`src/hw/rtl/wae_pkg.sv`:
```
// ----------------------------------------------------------------------------
// wae_pkg
// Shared types and fixed constants of the wrapped angle smoother.
// ----------------------------------------------------------------------------
`default_nettype none

package wae_pkg;

   // sensor response word layout
   localparam int unsigned RAW_BITS = 16;
   localparam int unsigned ERR_POS  = 14;

   // smoothing factor: unsigned fraction over 2^FACTOR_BITS
   localparam int unsigned FACTOR_BITS = 16;
   localparam logic [FACTOR_BITS-1:0] FACTOR_RESET = 16'h4000;

   // input register contents handed to the datapath
   typedef struct packed {
      logic                valid;
      logic [RAW_BITS-1:0] word;
   } s1_type;

endpackage : wae_pkg

`default_nettype wire

```
`src/hw/rtl/wae_if.sv`:
```
// ----------------------------------------------------------------------------
// wae channel interfaces
// Valid/ready channels for sensor words in and smoothed results out.
// ----------------------------------------------------------------------------
`default_nettype none

interface wae_req_if;
   import wae_pkg::*;

   logic                valid;
   logic                ready;
   logic [RAW_BITS-1:0] raw_word;

   modport source (output valid, output raw_word, input ready);
   modport sink   (input valid, input raw_word, output ready);
endinterface : wae_req_if

interface wae_rsp_if #(
   parameter int unsigned ANGLE_BITS = 14
);
   logic                  valid;
   logic                  ready;
   logic [ANGLE_BITS-1:0] smoothed_angle;
   logic [ANGLE_BITS-1:0] raw_angle;
   logic                  parity_ok;
   logic                  error_bit;

   modport source (output valid, output smoothed_angle, output raw_angle,
                   output parity_ok, output error_bit, input ready);
   modport sink   (input valid, input smoothed_angle, input raw_angle,
                   input parity_ok, input error_bit, output ready);
endinterface : wae_rsp_if

`default_nettype wire

```
`src/hw/rtl/wae_front.sv`:
```
// ----------------------------------------------------------------------------
// wae_front
// Input register: captures one sensor word per beat.
// ----------------------------------------------------------------------------
`default_nettype none

module wae_front (
   input  wire logic                         clock,
   input  wire logic                         reset,
   input  wire logic                         req_valid,
   input  wire logic [wae_pkg::RAW_BITS-1:0] req_word,
   input  wire logic                         advance,
   output      logic                         req_ready,
   output      wae_pkg::s1_type              s1
);
   import wae_pkg::*;

   logic                valid_ff;
   logic                valid_in;
   logic [RAW_BITS-1:0] word_ff;
   logic                take;

   // the register frees up in the same cycle its word moves on
   assign req_ready = !valid_ff || advance;
   assign take      = req_valid && req_ready;
   assign valid_in  = take || (valid_ff && !advance);

   always_ff @(posedge clock) begin
      if (reset) begin
         valid_ff <= 1'b0;
      end else begin
         valid_ff <= valid_in;
      end
   end

   always_ff @(posedge clock) begin
      if (take) begin
         word_ff <= req_word;
      end
   end

   assign s1 = {valid_ff, word_ff};

endmodule : wae_front

`default_nettype wire

```
`src/hw/rtl/wae_core.sv`:
```
// ----------------------------------------------------------------------------
// wae_core
// Estimate register, factor register and the unwrap/blend/round datapath.
// ----------------------------------------------------------------------------
`default_nettype none

module wae_core #(
   parameter int unsigned ANGLE_BITS = 14,
   parameter int unsigned FRAC_BITS  = 16
) (
   input  wire logic                            clock,
   input  wire logic                            reset,
   input  wire logic                            advance,
   input  wire wae_pkg::s1_type                 s1,
   input  wire logic                            csr_we,
   input  wire logic [wae_pkg::FACTOR_BITS-1:0] csr_wdata,
   output      logic [ANGLE_BITS-1:0]           smoothed_angle
);
   import wae_pkg::*;

   localparam int unsigned W  = ANGLE_BITS + FRAC_BITS;
   localparam int unsigned PW = W + FACTOR_BITS + 2;

   localparam logic signed [W:0]    HalfPos  = {2'b01, {(W-1){1'b0}}};
   localparam logic signed [W:0]    HalfNeg  = {2'b11, {(W-1){1'b0}}};
   localparam logic signed [PW-1:0] RoundBias =
      {{(PW-FACTOR_BITS){1'b0}}, 1'b1, {(FACTOR_BITS-1){1'b0}}};

   logic [W-1:0]                est_ff;
   logic [W-1:0]                est_in;
   logic [FACTOR_BITS-1:0]      factor_ff;
   logic [W-1:0]                sample;
   logic signed [W:0]           diff;
   logic signed [W:0]           dwrap;
   logic signed [FACTOR_BITS:0] weight;
   logic signed [PW-1:0]        prod;
   logic signed [PW-1:0]        prod_rnd;
   logic [W-1:0]                step;

   assign sample = {s1.word[ANGLE_BITS-1:0], {FRAC_BITS{1'b0}}};
   assign diff   = $signed({1'b0, sample}) - $signed({1'b0, est_ff});

   // unwrap by one full range: +/-2^W is a flip of the top bit
   always_comb begin
      if (diff > HalfPos || diff < HalfNeg) begin
         dwrap = {~diff[W], diff[W-1:0]};
      end else begin
         dwrap = diff;
      end
   end

   // new = est + round((sample - est) * a / 2^16), kept modulo 2^W
   assign weight   = $signed({1'b0, factor_ff});
   assign prod     = PW'(dwrap) * PW'(weight);
   assign prod_rnd = prod + RoundBias;
   assign step     = prod_rnd[W+FACTOR_BITS-1:FACTOR_BITS];
   assign est_in   = est_ff + step;

   always_ff @(posedge clock) begin
      if (reset) begin
         est_ff    <= '0;
         factor_ff <= FACTOR_RESET;
      end else begin
         if (advance) begin
            est_ff <= est_in;
         end
         if (csr_we) begin
            factor_ff <= csr_wdata;
         end
      end
   end

   // round half up to whole tics, wraps with the angle width
   assign smoothed_angle = est_in[W-1:FRAC_BITS] + ANGLE_BITS'(est_in[FRAC_BITS-1]);

endmodule : wae_core

`default_nettype wire

```
`src/hw/rtl/wrapped_angle_exp_smoother_unit.sv`:
```
// ----------------------------------------------------------------------------
// wrapped_angle_exp_smoother_unit
// Parity/flag check and circular exponential smoothing of sensor angles.
// ----------------------------------------------------------------------------
//  channel   | dir | handshake      | payload
//  req_chan  | in  | valid / ready  | raw_word[15:0]
//  rsp_chan  | out | valid / ready  | smoothed_angle, raw_angle, parity_ok, error_bit
//  csr       | in  | csr_we         | csr_wdata[15:0] smoothing factor
//
//  One beat in and one beat out per cycle while the result sink keeps ready
//  high; an accepted word passes through the input register and then the
//  result register, from which its result beat is taken. The estimate update
//  (subtract, unwrap, 31x17 multiply, round, add) closes in the cycle the word
//  leaves the input register. Reset clears both valid flags, the estimate and
//  loads the factor with 16384. A stalled result holds and backs up the input
//  register; a new word is still taken while the result register waits only
//  if the input register is empty.
// ----------------------------------------------------------------------------
`default_nettype none

module wrapped_angle_exp_smoother_unit #(
   parameter int unsigned ANGLE_BITS = 14,
   parameter int unsigned FRAC_BITS  = 16
) (
   input  wire logic                            clock,
   input  wire logic                            reset,
   wae_req_if.sink                              req_chan,
   wae_rsp_if.source                            rsp_chan,
   input  wire logic                            csr_we,
   input  wire logic [wae_pkg::FACTOR_BITS-1:0] csr_wdata
);
   import wae_pkg::*;

   s1_type                s1;
   logic                  advance;
   logic                  req_ready;
   logic [ANGLE_BITS-1:0] smoothed;

   logic                  rsp_valid_ff;
   logic                  rsp_valid_in;
   logic [ANGLE_BITS-1:0] smoothed_ff;
   logic [ANGLE_BITS-1:0] raw_angle_ff;
   logic                  parity_ok_ff;
   logic                  error_bit_ff;

   assign advance = s1.valid && (!rsp_valid_ff || rsp_chan.ready);

   wae_front u_front (
      .clock     (clock),
      .reset     (reset),
      .req_valid (req_chan.valid),
      .req_word  (req_chan.raw_word),
      .advance   (advance),
      .req_ready (req_ready),
      .s1        (s1)
   );

   wae_core #(
      .ANGLE_BITS (ANGLE_BITS),
      .FRAC_BITS  (FRAC_BITS)
   ) u_core (
      .clock          (clock),
      .reset          (reset),
      .advance        (advance),
      .s1             (s1),
      .csr_we         (csr_we),
      .csr_wdata      (csr_wdata),
      .smoothed_angle (smoothed)
   );

   assign req_chan.ready = req_ready;

   assign rsp_valid_in = advance || (rsp_valid_ff && !rsp_chan.ready);

   always_ff @(posedge clock) begin
      if (reset) begin
         rsp_valid_ff <= 1'b0;
      end else begin
         rsp_valid_ff <= rsp_valid_in;
      end
   end

   always_ff @(posedge clock) begin
      if (advance) begin
         smoothed_ff  <= smoothed;
         raw_angle_ff <= s1.word[ANGLE_BITS-1:0];
         parity_ok_ff <= ~^s1.word;
         error_bit_ff <= s1.word[ERR_POS];
      end
   end

   assign rsp_chan.valid          = rsp_valid_ff;
   assign rsp_chan.smoothed_angle = smoothed_ff;
   assign rsp_chan.raw_angle      = raw_angle_ff;
   assign rsp_chan.parity_ok      = parity_ok_ff;
   assign rsp_chan.error_bit      = error_bit_ff;

`ifndef SYNTHESIS
   // a word waiting behind a stalled result stays put
   a_s1_hold: assert property (@(posedge clock) disable iff (reset)
      (s1.valid && rsp_valid_ff && !rsp_chan.ready) |=> (s1.valid && $stable(s1.word)))
      else $error("input register changed while result stalled");

   // every accepted beat lands in the input register
   a_take_fills: assert property (@(posedge clock) disable iff (reset)
      (req_chan.valid && req_chan.ready) |=> s1.valid)
      else $error("accepted beat lost");

   // a word that moves on always produces a result
   a_advance_out: assert property (@(posedge clock) disable iff (reset)
      advance |=> rsp_valid_ff)
      else $error("advanced word gave no result");

   // results only appear after a word moved on
   a_out_source: assert property (@(posedge clock) disable iff (reset)
      $rose(rsp_valid_ff) |-> $past(advance))
      else $error("result without a source word");
`endif

endmodule : wrapped_angle_exp_smoother_unit

`default_nettype wire

```
`src/flat_wrapper.sv`:
```
// flat-port wrapper written by rule: the top's interface ports become plain ports
module wrapped_angle_exp_smoother_unit_flat import wae_pkg::*;
#(
   parameter int unsigned ANGLE_BITS = 14,
   parameter int unsigned FRAC_BITS  = 16
)
  (clock, reset, csr_we, csr_wdata, req_chan_valid, req_chan_raw_word, req_chan_ready, rsp_chan_valid, rsp_chan_smoothed_angle, rsp_chan_raw_angle, rsp_chan_parity_ok, rsp_chan_error_bit, rsp_chan_ready);
  wae_req_if req_chan_i ();
  wae_rsp_if #(.ANGLE_BITS(ANGLE_BITS)) rsp_chan_i ();
  input  wire logic clock;
  input  wire logic reset;
  input  wire logic csr_we;
  input  wire logic [wae_pkg::FACTOR_BITS-1:0] csr_wdata;
  input wire logic [$bits(req_chan_i.valid)-1:0] req_chan_valid;
  input wire logic [$bits(req_chan_i.raw_word)-1:0] req_chan_raw_word;
  output wire logic [$bits(req_chan_i.ready)-1:0] req_chan_ready;
  output wire logic [$bits(rsp_chan_i.valid)-1:0] rsp_chan_valid;
  output wire logic [$bits(rsp_chan_i.smoothed_angle)-1:0] rsp_chan_smoothed_angle;
  output wire logic [$bits(rsp_chan_i.raw_angle)-1:0] rsp_chan_raw_angle;
  output wire logic [$bits(rsp_chan_i.parity_ok)-1:0] rsp_chan_parity_ok;
  output wire logic [$bits(rsp_chan_i.error_bit)-1:0] rsp_chan_error_bit;
  input wire logic [$bits(rsp_chan_i.ready)-1:0] rsp_chan_ready;
  assign req_chan_i.valid = req_chan_valid;
  assign req_chan_i.raw_word = req_chan_raw_word;
  assign req_chan_ready = req_chan_i.ready;
  assign rsp_chan_valid = rsp_chan_i.valid;
  assign rsp_chan_smoothed_angle = rsp_chan_i.smoothed_angle;
  assign rsp_chan_raw_angle = rsp_chan_i.raw_angle;
  assign rsp_chan_parity_ok = rsp_chan_i.parity_ok;
  assign rsp_chan_error_bit = rsp_chan_i.error_bit;
  assign rsp_chan_i.ready = rsp_chan_ready;
  wrapped_angle_exp_smoother_unit #(.ANGLE_BITS(ANGLE_BITS), .FRAC_BITS(FRAC_BITS)) u_core (.clock(clock), .reset(reset), .req_chan(req_chan_i), .rsp_chan(rsp_chan_i), .csr_we(csr_we), .csr_wdata(csr_wdata));
endmodule
```
`config.mk`:
```
export PLATFORM = sky130hd
export DESIGN_NAME = wrapped_angle_exp_smoother_unit_flat
export DESIGN_NICKNAME = d
export VERILOG_FILES = /design/src/hw/rtl/wae_pkg.sv /design/src/hw/rtl/wae_if.sv /design/src/hw/rtl/wae_front.sv /design/src/hw/rtl/wae_core.sv /design/src/hw/rtl/wrapped_angle_exp_smoother_unit.sv /design/src/flat_wrapper.sv
export SDC_FILE = /design/constraint.sdc
export NUM_CORES = 1
export LEC_CHECK = 0
export ABC_CLOCK_PERIOD_IN_PS = 33700
export BUFFER_PORTS_ARGS = -buffer_cell sky130_fd_sc_hd__clkbuf_2
export CAP_MARGIN = 10
export CORE_ASPECT_RATIO = 0.6
export CORE_UTILIZATION = 33
export CTS_CLUSTER_DIAMETER = 120
export DETAILED_ROUTE_END_ITERATION = 7
export SKIP_CTS_REPAIR_TIMING = 1
export SYNTH_ARGS = -nofsm -noshare
export SYNTH_HDL_FRONTEND = slang
export SYNTH_HIERARCHICAL = 1
export SYNTH_SLANG_ARGS = --single-unit
export TNS_END_PERCENT = 100
```
`constraint.sdc`:
```
create_clock -name clock -period 33.7 [get_ports clock]
set_clock_uncertainty 0.1 [all_clocks]
set_input_delay 3.37 -clock clock [delete_from_list [all_inputs] [get_ports clock]]
set_output_delay 3.37 -clock clock [all_outputs]
set_load 0.01 [all_outputs]
```
* After elaboration in Yosys (flattened, before gate mapping)
Cells that the tools add are included.
** Word-level totals
- Flip-flop bits (word level) :: 94
- Input port bits :: 37
- Word-level logic and storage cells :: 32
- Output and inout port bits :: 32
** Operators by class
- Muxes and demuxes :: 1
- $add $sub $neg :: 4
- Order comparisons :: 2
- Bitwise operators :: 1
- Reductions and logical operators :: 14
- Multipliers :: 1
** Operators with widths (number)
- $add A46 B17 Y46 const B :: 1
- $mul A31 B17 Y46 :: 1
- $gt A31 B31 Y1 const B :: 1
- $lt A31 B30 Y1 const B :: 1
- $mux W31 :: 1
- $sub A30 B30 Y31 :: 1
- $add A30 B30 Y30 :: 1
- $reduce_xnor A16 Y1 :: 1
- $add A14 B1 Y14 :: 1
- $logic_or A1 B1 Y1 :: 5
- $logic_and A1 B1 Y1 :: 4
- $logic_not A1 Y1 :: 4
- $not A1 Y1 :: 1

* Logic depth before layout (Yosys ltp)
Gate-level depths: netlist (run 1).
- Depth in word-level cells :: 8
- Gate-level depth with buffers :: 48
- Depth with buffers taken out :: 44

* Cells and area by module
Netlist (run 1), hierarchy kept.
** By module, submodules not included
- wae_core :: area an instance 21609.5 µm², instances 1, cells an instance 2486, seq. area each 920.9 µm²
- wrapped_angle_exp_smoother_unit :: area an instance 1072.3 µm², instances 1, cells an instance 50, seq. area each 920.9 µm²
- wae_front :: area an instance 543.0 µm², instances 1, cells an instance 22, seq. area each 500.5 µm²

* Least setup slack after synthesis (run 1)
No wires, ideal clock.
- Path type :: register to register
- From :: register u_core.u_core.est_ff[0]
- To :: register u_core.smoothed_ff[13] (netlist: u_core/rsp_chan.smoothed_angle[13]), data pin
- Period minus slack after synthesis :: 11.443 ns
- Path buffers :: 5
- Data arrival time :: 11.078 ns
- Library setup time :: 0.265 ns
- Stages on the path, launching flop included :: 45
- Path slack :: 22.257 ns
- Data required time :: 33.335 ns
- Path through :: dfxtp_1 clkbuf_1 clkbuf_1 inv_1 ha_1 or4b_1 buf_2 or4_1 buf_2 xor2_1 clkbuf_1 nand2_1 fa_1 inv_1 fa_1 inv_1 fa_1 fa_1 [9 not listed] a21o_1 nor2b_1 nor2b_1 o21bai_1 a21oi_1 xnor2_1 ha_1 a21o_1 a21o_1 a21oi_1 o21ai_0 o211a_1 or4b_2 o311ai_0 nand3_1 or2_2 nor4b_1 xnor2_1
** On the way
- Longest elaborated chain between the ends :: 8
- Elaborated cells on any way between the ends :: 10
- Classes of those cells :: add/sub: 4; mul: 1; order compare: 2; mux: 1; bitwise: 1; reduce/logical: 1
** Ends and longest elaborated chain
- from (decl) :: line wae_core.sv:29 : logic [W-1:0] est_ff;
- from (signal assigned) :: line wae_core.sv:65 : est_ff <= est_in;
- $sub A30 B30 Y31 :: line wae_core.sv:41 : assign diff = $signed({1'b0, sample}) - $signed({1'b0, est_ff});
- $gt A31 B31 Y1 or $lt A31 B30 Y1 (tied branches) :: line wae_core.sv:45 : if (diff > HalfPos || diff < HalfNeg) begin
- $logic_or A1 B1 Y1 :: line wae_core.sv:45
- $mux W31 :: line wae_core.sv:45
- $mul A31 B17 Y46 :: line wae_core.sv:54 : assign prod = PW'(dwrap) * PW'(weight);
- $add A46 B17 Y46 :: line wae_core.sv:55 : assign prod_rnd = prod + RoundBias;
- $add A30 B30 Y30 (*) :: line wae_core.sv:57 : assign est_in = est_ff + step;
- $add A14 B1 Y14 (*) :: line wae_core.sv:74 : assign smoothed_angle = est_in[W-1:FRAC_BITS] + ANGLE_BITS'(est_in[FRAC_BITS-1]);
- named net u_core.smoothed[13] :: line wrapped_angle_exp_smoother_unit.sv:37 : logic [ANGLE_BITS-1:0] smoothed;
- to (signal assigned) :: line wrapped_angle_exp_smoother_unit.sv:85 : smoothed_ff <= smoothed;
- to (decl) :: line wrapped_angle_exp_smoother_unit.sv:41 : logic [ANGLE_BITS-1:0] smoothed_ff;
The timed path passes the listed nets; every way through them passes the cells marked *.
A chain may end at the register's enable or synchronous reset.

* Worst setup path in the final report (run 1)
- From :: register u_core.u_core.est_ff[1]
- To :: register u_core.smoothed_ff[11] (netlist: u_core/rsp_chan.smoothed_angle[11]), data pin
Same word-level chain as after synthesis.

==> metrics.md, run 1 <==
| Metric | Value |
|---|---|
| Drt drc | `0` |
| Unique masters post-synth | `77` |
| Yosys warnings | `6` |
| Vias in the first global route | `17000` |
| Number of antenna violations at the first check in global routing | `5` |
| CP startpoint kind | `register` |
| Final period util | `38.1%` |
| Area growth, synth to finish | `7.48%` |
| CTS Buf Count | `9` |
| TNS Setup | `0 ns` |
| Hold crit path type | `reg2reg` |
| FMAX | `77.9 MHz` |
| Clock Tree Root | `clkbuf_16` |
| CTS sink count | `94` |
| Worst-path fanout max | `16` |
| Maximum clock path buffer count | `2` |
| Dpl ws | `21.24 ns` |
| H-tree levels | `3` |
| Antenna-violating nets left | `0` |
| Drt wl/cell | `18.5 um` |
| Synth Net Count | `3237` |
| Reg2reg setup slack | `20.85 ns` |
| Crit. End Element | `register` |
| Setup violators final | `0` |
| Die area | `0.0715 mm2` |
| Status | `complete, no violations` |
| First-pass GRT wire length | `102 mm` |
| Required @ worst endpoint | `33.71 ns` |
| Post-synthesis cell area | `0.0232 mm2` |
| DR vias | `17000` |
| CP dominant cell by count | `fa_1` |
| Beginning of the worst hold path | `u_core/u_front/word_ff[14]` |
| CP Data Arrival Time | `12.85 ns` |
| Chip width | `344 um` |
| Syn Area/Cell | `9.08 um2` |
| Largest net degree at the start of global routing | `59` |
| Syn Inst Count | `2558` |
| Total of max-cap violations | `0` |
| Drt first pass iters | `6` |
| Crit Reg-Reg Startpoint | `u_core/u_core/est_ff[1]` |
| Post-DP HPWL | `52.0 mm` |
| Post-synth EDFFs | `46` |
| DR iter-0 viols | `1543` |
| Crit path largest cell delay | `0.66 ns` |
| Fraction of registers with async set/reset | `0%` |
| Clock latency on the worst-skew pair | `0.38 ns` |
| Post-synthesis sequential area ratio | `10.1%` |
| Least-Margin Pin Slew | `1.05 ns` |
| RSZ-0062 raised after global routing | `false` |
| Layout cells sized above 1 | `6.06%` |
| Final Max Slew Viols | `0` |
| Total grt overflow | `0` |
| Final-report hold violation count | `0` |
| Min Tclk post-route | `12.85 ns` |
| Final WS setup | `20.85 ns` |
| Initial Utilization | `33.8%` |
| Placer Congestion | `0.921` |
| Die height | `207 um` |
| Number of synthesized register bits | `94` |
| GRT Total Usage | `18.6%` |
| Max stage delay cell, worst path | `or4b_2` |
| Via-to-Cell Ratio | `4.89` |
| Port Buffers | `68` |
| Ports | `69` |
| Crit path launch | `u_core/u_core/est_ff[1]` |
| Commonest register cell after synthesis | `dfxtp_1` |
| Core area | `0.0688 mm2` |
| TritonCTS clock tree | `yes` |
| Placement Rows | `74` |
| Rel. slew slack | `29.9%` |
| Post-Route WL | `64.6 mm` |
| Clock slew at reported path FFs | `0.08 ns` |
| Nets | `3249` |
| Final Util | `36.3%` |
| Critical path class | `reg2reg` |
layout by cell type (no fill, tap or decap), types with 7 or more instances in the layout:
master / n
mux2i_1: 32
edfxtp_1: 46
inv_1: 561
buf_4: 45
nor3_1: 22
clkbuf_16: 9
nor4_1: 8
o21ai_0: 29
nor2_1: 98
o21a_1: 12
nor3b_1: 7
a21o_1: 39
clkbuf_2: 68
dfxtp_1: 43
nand2_1: 295
o31ai_1: 10
nand3_1: 17
a211oi_1: 18
xnor2_1: 76
nand2b_1: 10
or3_1: 8
and3_1: 17
ha_1: 183
fa_1: 459
a21oi_1: 55
xor2_1: 41
and2_1: 236
nor2b_1: 12
registers in the layout, indices dropped and copies added (netlist names):
name and flops:
u_core/u_core/est_ff 30, u_core/u_core/factor_ff 16, u_core/u_front/word_ff 16, u_core/rsp_chan.raw_angle 14, u_core/rsp_chan.smoothed_angle 14, u_core/rsp_chan.error_bit 1
u_core/rsp_chan.parity_ok 1, u_core/rsp_chan.valid 1, u_core/u_front/valid_ff 1
Yosys cell counts (4+ instances only):
library cell	n	area, um2
o31ai_1	10	75.1
and2_1	236	1480
xor2_1	44	385
or3_1	8	50.1
inv_1	561	2110
xnor2_1	78	683
o21a_1	12	90.1
nand2b_1	10	62.6
nor3b_1	7	52.6
o21bai_1	4	30.0
nand4_1	6	37.5
a211oi_1	18	135
a21o_1	39	293
and4_1	5	43.8
and3_1	17	106
a21oi_1	55	275
nand3_1	17	85.1
nand4b_1	4	35.0
clkbuf_1	102	383
or4_1	5	37.5
edfxtp_1	46	1380
o21ai_0	29	145
mux2i_1	32	320
nor4_1	8	50.1
o311ai_0	4	35.0
a31oi_1	4	25.0
nor2b_1	12	75.1
ha_1	183	2290
buf_1	4	15.0
nor2_1	98	368
nor3_1	22	110
nand2_1	295	1110
fa_1	459	9190
dfxtp_1	48	961
o211ai_1	6	45.0
metal layers:
layer | GRT usage, % | wire length, um | share of wire, % | up-vias
met3 | 4.29 | 6600 | 10 | 46
met5 | 0 | 0 | 0 | -
met2 | 23.7 | 24000 | 37 | 670
met1 | 31.3 | 33500 | 52 | 8515
li1 | - | - | - | 7813
met4 | 2.09 | 512 | 0.79 | 0
cells by family (layout without fill, tap and decap cells):
| kind of cell | after synthesis | count (layout) | synth area share (%) |
|---|---|---|---|
| muxes | 33 | 33 | 1.43 |
| DFF | 94 | 94 | 10.1 |
| and+or+nand+nor | 765 | 765 | 16.5 |
| adders and majority gates | 642 | 642 | 49.4 |
| xor gates and xnor gates | 124 | 124 | 4.74 |
| buffers and inverters | 673 | 690 | 10.9 |
| other | 0 | 2 | 0 |
| AOI/OAI and AO/OA | 227 | 227 | 6.89 |
layout make-up:
type	instances	area (um2)
flip-flops and latches	94	2350
inverters	561	2110
repair buffers	113	678
diodes	2	5.00
clock inverters	7	70.1
multi-input cells	1791	18400
well taps	912	1140
fillers	6986	43800
clock buffers	9	225
path summary, 6_finish.rpt:
path,end,cells after the start
setup / recovery,u_core/rsp_chan.smoothed_angle[11],40
hold / removal,u_core/rsp_chan.error_bit,0
setup reg to reg,u_core/rsp_chan.smoothed_angle[11],40
hold reg to reg,u_core/rsp_chan.error_bit,0
critical path, delay by kind of cell, from the launching register on:
family,cells,cell delay [ns]
compound gates,13,3.07
simple gates,10,3.74
fa+ha+maj,9,4.02
buf+inv,5,0.59
xor+xnor,3,0.64
flops,1,0.39
stage by stage:
| step | std cells | area (um2) | hold slack, ns |
|---|---|---|---|
| 2_1_floorplan | 2558 | 23200 | 0.347 |
| 3_3_place_gp | 3471 | 24700 | 0.359 |
| 3_5_place_dp | 3471 | 24700 | 0.365 |
| 4_1_cts | 3487 | 25000 | 0.383 |
| 5_1_grt | 3487 | 25000 | 0.387 |
| 6_report | 3489 | 25000 | 0.382 |
Power of run 1 is left out: the tool's default activity adds up to more than one toggle a clock period on the data nets, which glitch-free logic cannot reach.
==> inputs of run 2 (changes only) <==
--- a/config.mk
+++ b/config.mk
@@ -5,7 +5,7 @@
 export SDC_FILE = /design/constraint.sdc
 export NUM_CORES = 1
 export LEC_CHECK = 0
-export ABC_CLOCK_PERIOD_IN_PS = 33700
+export ABC_CLOCK_PERIOD_IN_PS = 13300
 export BUFFER_PORTS_ARGS = -buffer_cell sky130_fd_sc_hd__clkbuf_2
 export CAP_MARGIN = 10
 export CORE_ASPECT_RATIO = 0.6
==> constraint.sdc (replaced) <==
create_clock -name clock -period 13.3 [get_ports clock]
set_clock_uncertainty 0.1 [all_clocks]
set_input_delay 1.33 -clock clock [delete_from_list [all_inputs] [get_ports clock]]
set_output_delay 1.33 -clock clock [all_outputs]
set_load 0.01 [all_outputs]
==> metrics.md, run 2 (synthesized netlist as in run 1, its figures left out) <==
| Metric | Value |
|---|---|
| Largest Register | `u_core/u_core/est_ff (unchanged)` |
| Final Max Slew Viols | `0 (unchanged)` |
| Max FFs per register | `30 (unchanged)` |
| CP Data Arrival Time | `12.74 ns (was 12.85 ns)` |
| Post-DP HPWL | `51.9 mm (was 52.0 mm)` |
| CTS sink count | `94 (unchanged)` |
| Dpl ws | `0.750 ns (was 21.24 ns)` |
| Critical path class | `reg2reg (unchanged)` |
| First-pass GRT wire length | `104 mm (was 102 mm)` |
| Maximum clock path buffer count | `2 (unchanged)` |
| H-tree levels | `3 (unchanged)` |
| Crit path largest cell delay | `0.95 ns (was 0.66 ns)` |
| Critical R2R Capture | `u_core/rsp_chan.smoothed_angle[13] (was u_core/rsp_chan.smoothed_angle[11])` |
| Setup violators final | `0 (unchanged)` |
| R2R depth | `40 (unchanged)` |
| FMAX | `78.6 MHz (was 77.9 MHz)` |
| Reg2reg setup slack | `0.57 ns (was 20.85 ns)` |
| Number of antenna violations at the first check in global routing | `2 (was 5)` |
| Max stage delay cell, worst path | `xnor2_2 (was or4b_2)` |
| DR iter-0 viols | `1562 (was 1543)` |
| Post-route cell area | `0.0250 mm2 (about the same)` |
| Crit. End Element | `register (unchanged)` |
| Placer Congestion | `0.928 (was 0.921)` |
| GRT Total Usage | `18.7% (was 18.6%)` |
| CP startpoint kind | `register (unchanged)` |
| Total of max-cap violations | `0 (unchanged)` |
| RSZ-0062 raised after global routing | `false (unchanged)` |
| Drt wl/cell | `18.7 um (was 18.5 um)` |
| Vias in the first global route | `17100 (was 17000)` |
| Worst-path fanout max | `18 (was 16)` |
| Crit Reg-Reg Startpoint | `u_core/u_core/est_ff[1] (unchanged)` |
| Status | `complete, no violations (unchanged)` |
| Least-Margin Pin Slew | `1.23 ns (was 1.05 ns)` |
| Highest-count cells in the layout ignoring fill and taps | `inv_1 (561), fa_1 (459), nand2_1 (295) (unchanged)` |
| Chip width | `344 um (unchanged)` |
| Clock Tree Root | `clkbuf_16 (unchanged)` |
| Critical Path Sink | `u_core/rsp_chan.smoothed_angle[13] (was u_core/rsp_chan.smoothed_angle[11])` |
| Regs by FF count | `u_core/u_core/est_ff x30, u_core/u_core/factor_ff x16, u_core/u_front/word_ff x16 (unchanged)` |
| TNS Setup | `0 ns (unchanged)` |
| Die height | `207 um (unchanged)` |
| Antenna-violating nets left | `0 (unchanged)` |
| Min Tclk post-route | `12.73 ns (was 12.85 ns)` |
| Final Util | `36.3% (about the same)` |
| Final WS setup | `0.572 ns (was 20.85 ns)` |
| Layout cells sized above 1 | `6.09% (was 6.06%)` |
| Initial Utilization | `33.8% (unchanged)` |
| Placement Rows | `74 (unchanged)` |
| Placed cell areas | `0.0247 mm2 (unchanged)` |
| Ports | `69 (unchanged)` |
| Hold crit path type | `reg2reg (unchanged)` |
| Drt drc | `0 (unchanged)` |
| Core area | `0.0688 mm2 (unchanged)` |
| Antenna cells | `0 (was 2)` |
| Rel. slew slack | `17.3% (was 29.9%)` |
| Drt first pass iters | `6 (unchanged)` |
| Total grt overflow | `0 (unchanged)` |
| Clock latency on the worst-skew pair | `0.37 ns (was 0.38 ns)` |
| Final-report hold violation count | `0 (unchanged)` |
| Nets | `3251 (was 3249)` |
| TritonCTS clock tree | `yes (unchanged)` |
| DR vias | `17100 (was 17000)` |
| Crit path launch | `u_core/u_core/est_ff[1] (unchanged)` |
| Most common cell after layout, fill and taps aside | `inv_1 (unchanged)` |
| Area growth, synth to finish | `7.50% (was 7.48%)` |
| Beginning of the worst hold path | `u_core/u_front/word_ff[14] (unchanged)` |
| Die area | `0.0715 mm2 (unchanged)` |
| Final period util | `95.7% (was 38.1%)` |
| Post-Route WL | `65.1 mm (was 64.6 mm)` |
| Clock slew at reported path FFs | `0.08 ns (about the same)` |
| Largest net degree at the start of global routing | `61 (was 59)` |
| CTS Buf Count | `9 (unchanged)` |
| Required @ worst endpoint | `13.31 ns (was 33.71 ns)` |
| Via-to-Cell Ratio | `4.91 (was 4.89)` |
| Port Buffers | `68 (unchanged)` |
## run 2: per-layer routing
layer	track usage, %	up-vias	wire [um]
li1	-	7820	-
met1	31.7	8598	34300
met2	24.2	682	24300
met3	3.81	35	6000
met4	2.04	0	514
met5	0	-	0
## run 2: cell type report
| class | count | area (um2) |
|---|---|---|
| inverter | 561 | 2110 |
| clock buffer | 9 | 225 |
| clock inverter | 7 | 75.1 |
| multi-input combinational | 1791 | 18400 |
| sequential | 94 | 2350 |
| tap | 912 | 1140 |
| timing repair buffer | 115 | 693 |
| fill | 7006 | 43800 |
## run 2: worst min path at each step
stage | to | slack (ns) | cells past startpoint
5_1_grt | u_core/rsp_chan.error_bit | 0.39 | 0
3_5_place_dp | u_core/rsp_chan.error_bit | 0.36 | 0
6_report | u_core/rsp_chan.error_bit | 0.38 | 0
4_1_cts | u_core/rsp_chan.error_bit | 0.38 | 0
3_3_place_gp | u_core/rsp_chan.error_bit | 0.36 | 0
2_1_floorplan | u_core/rsp_chan.error_bit | 0.35 | 0
## run 2: per-stage QoR
step | hold slack [ns] | std cells
final | 0.376 | 3489
after global routing | 0.394 | 3489
after CTS | 0.380 | 3489
after detailed placement | 0.362 | 3473
after global placement | 0.363 | 3473
after floorplan | 0.347 | 2558
## run 2: critical path, delay by kind of cell, from the launching register on
family | cells | cell delay (ns)
AO/OA/AOI/OAI | 10 | 2.28
adder cells (fa/ha/maj) | 9 | 4.17
XOR/XNOR | 4 | 1.55
flip-flops | 1 | 0.39
buffers and inverters | 6 | 0.48
AND/OR/NAND/NOR | 11 | 3.48
Power of run 2 is left out for the same reason.
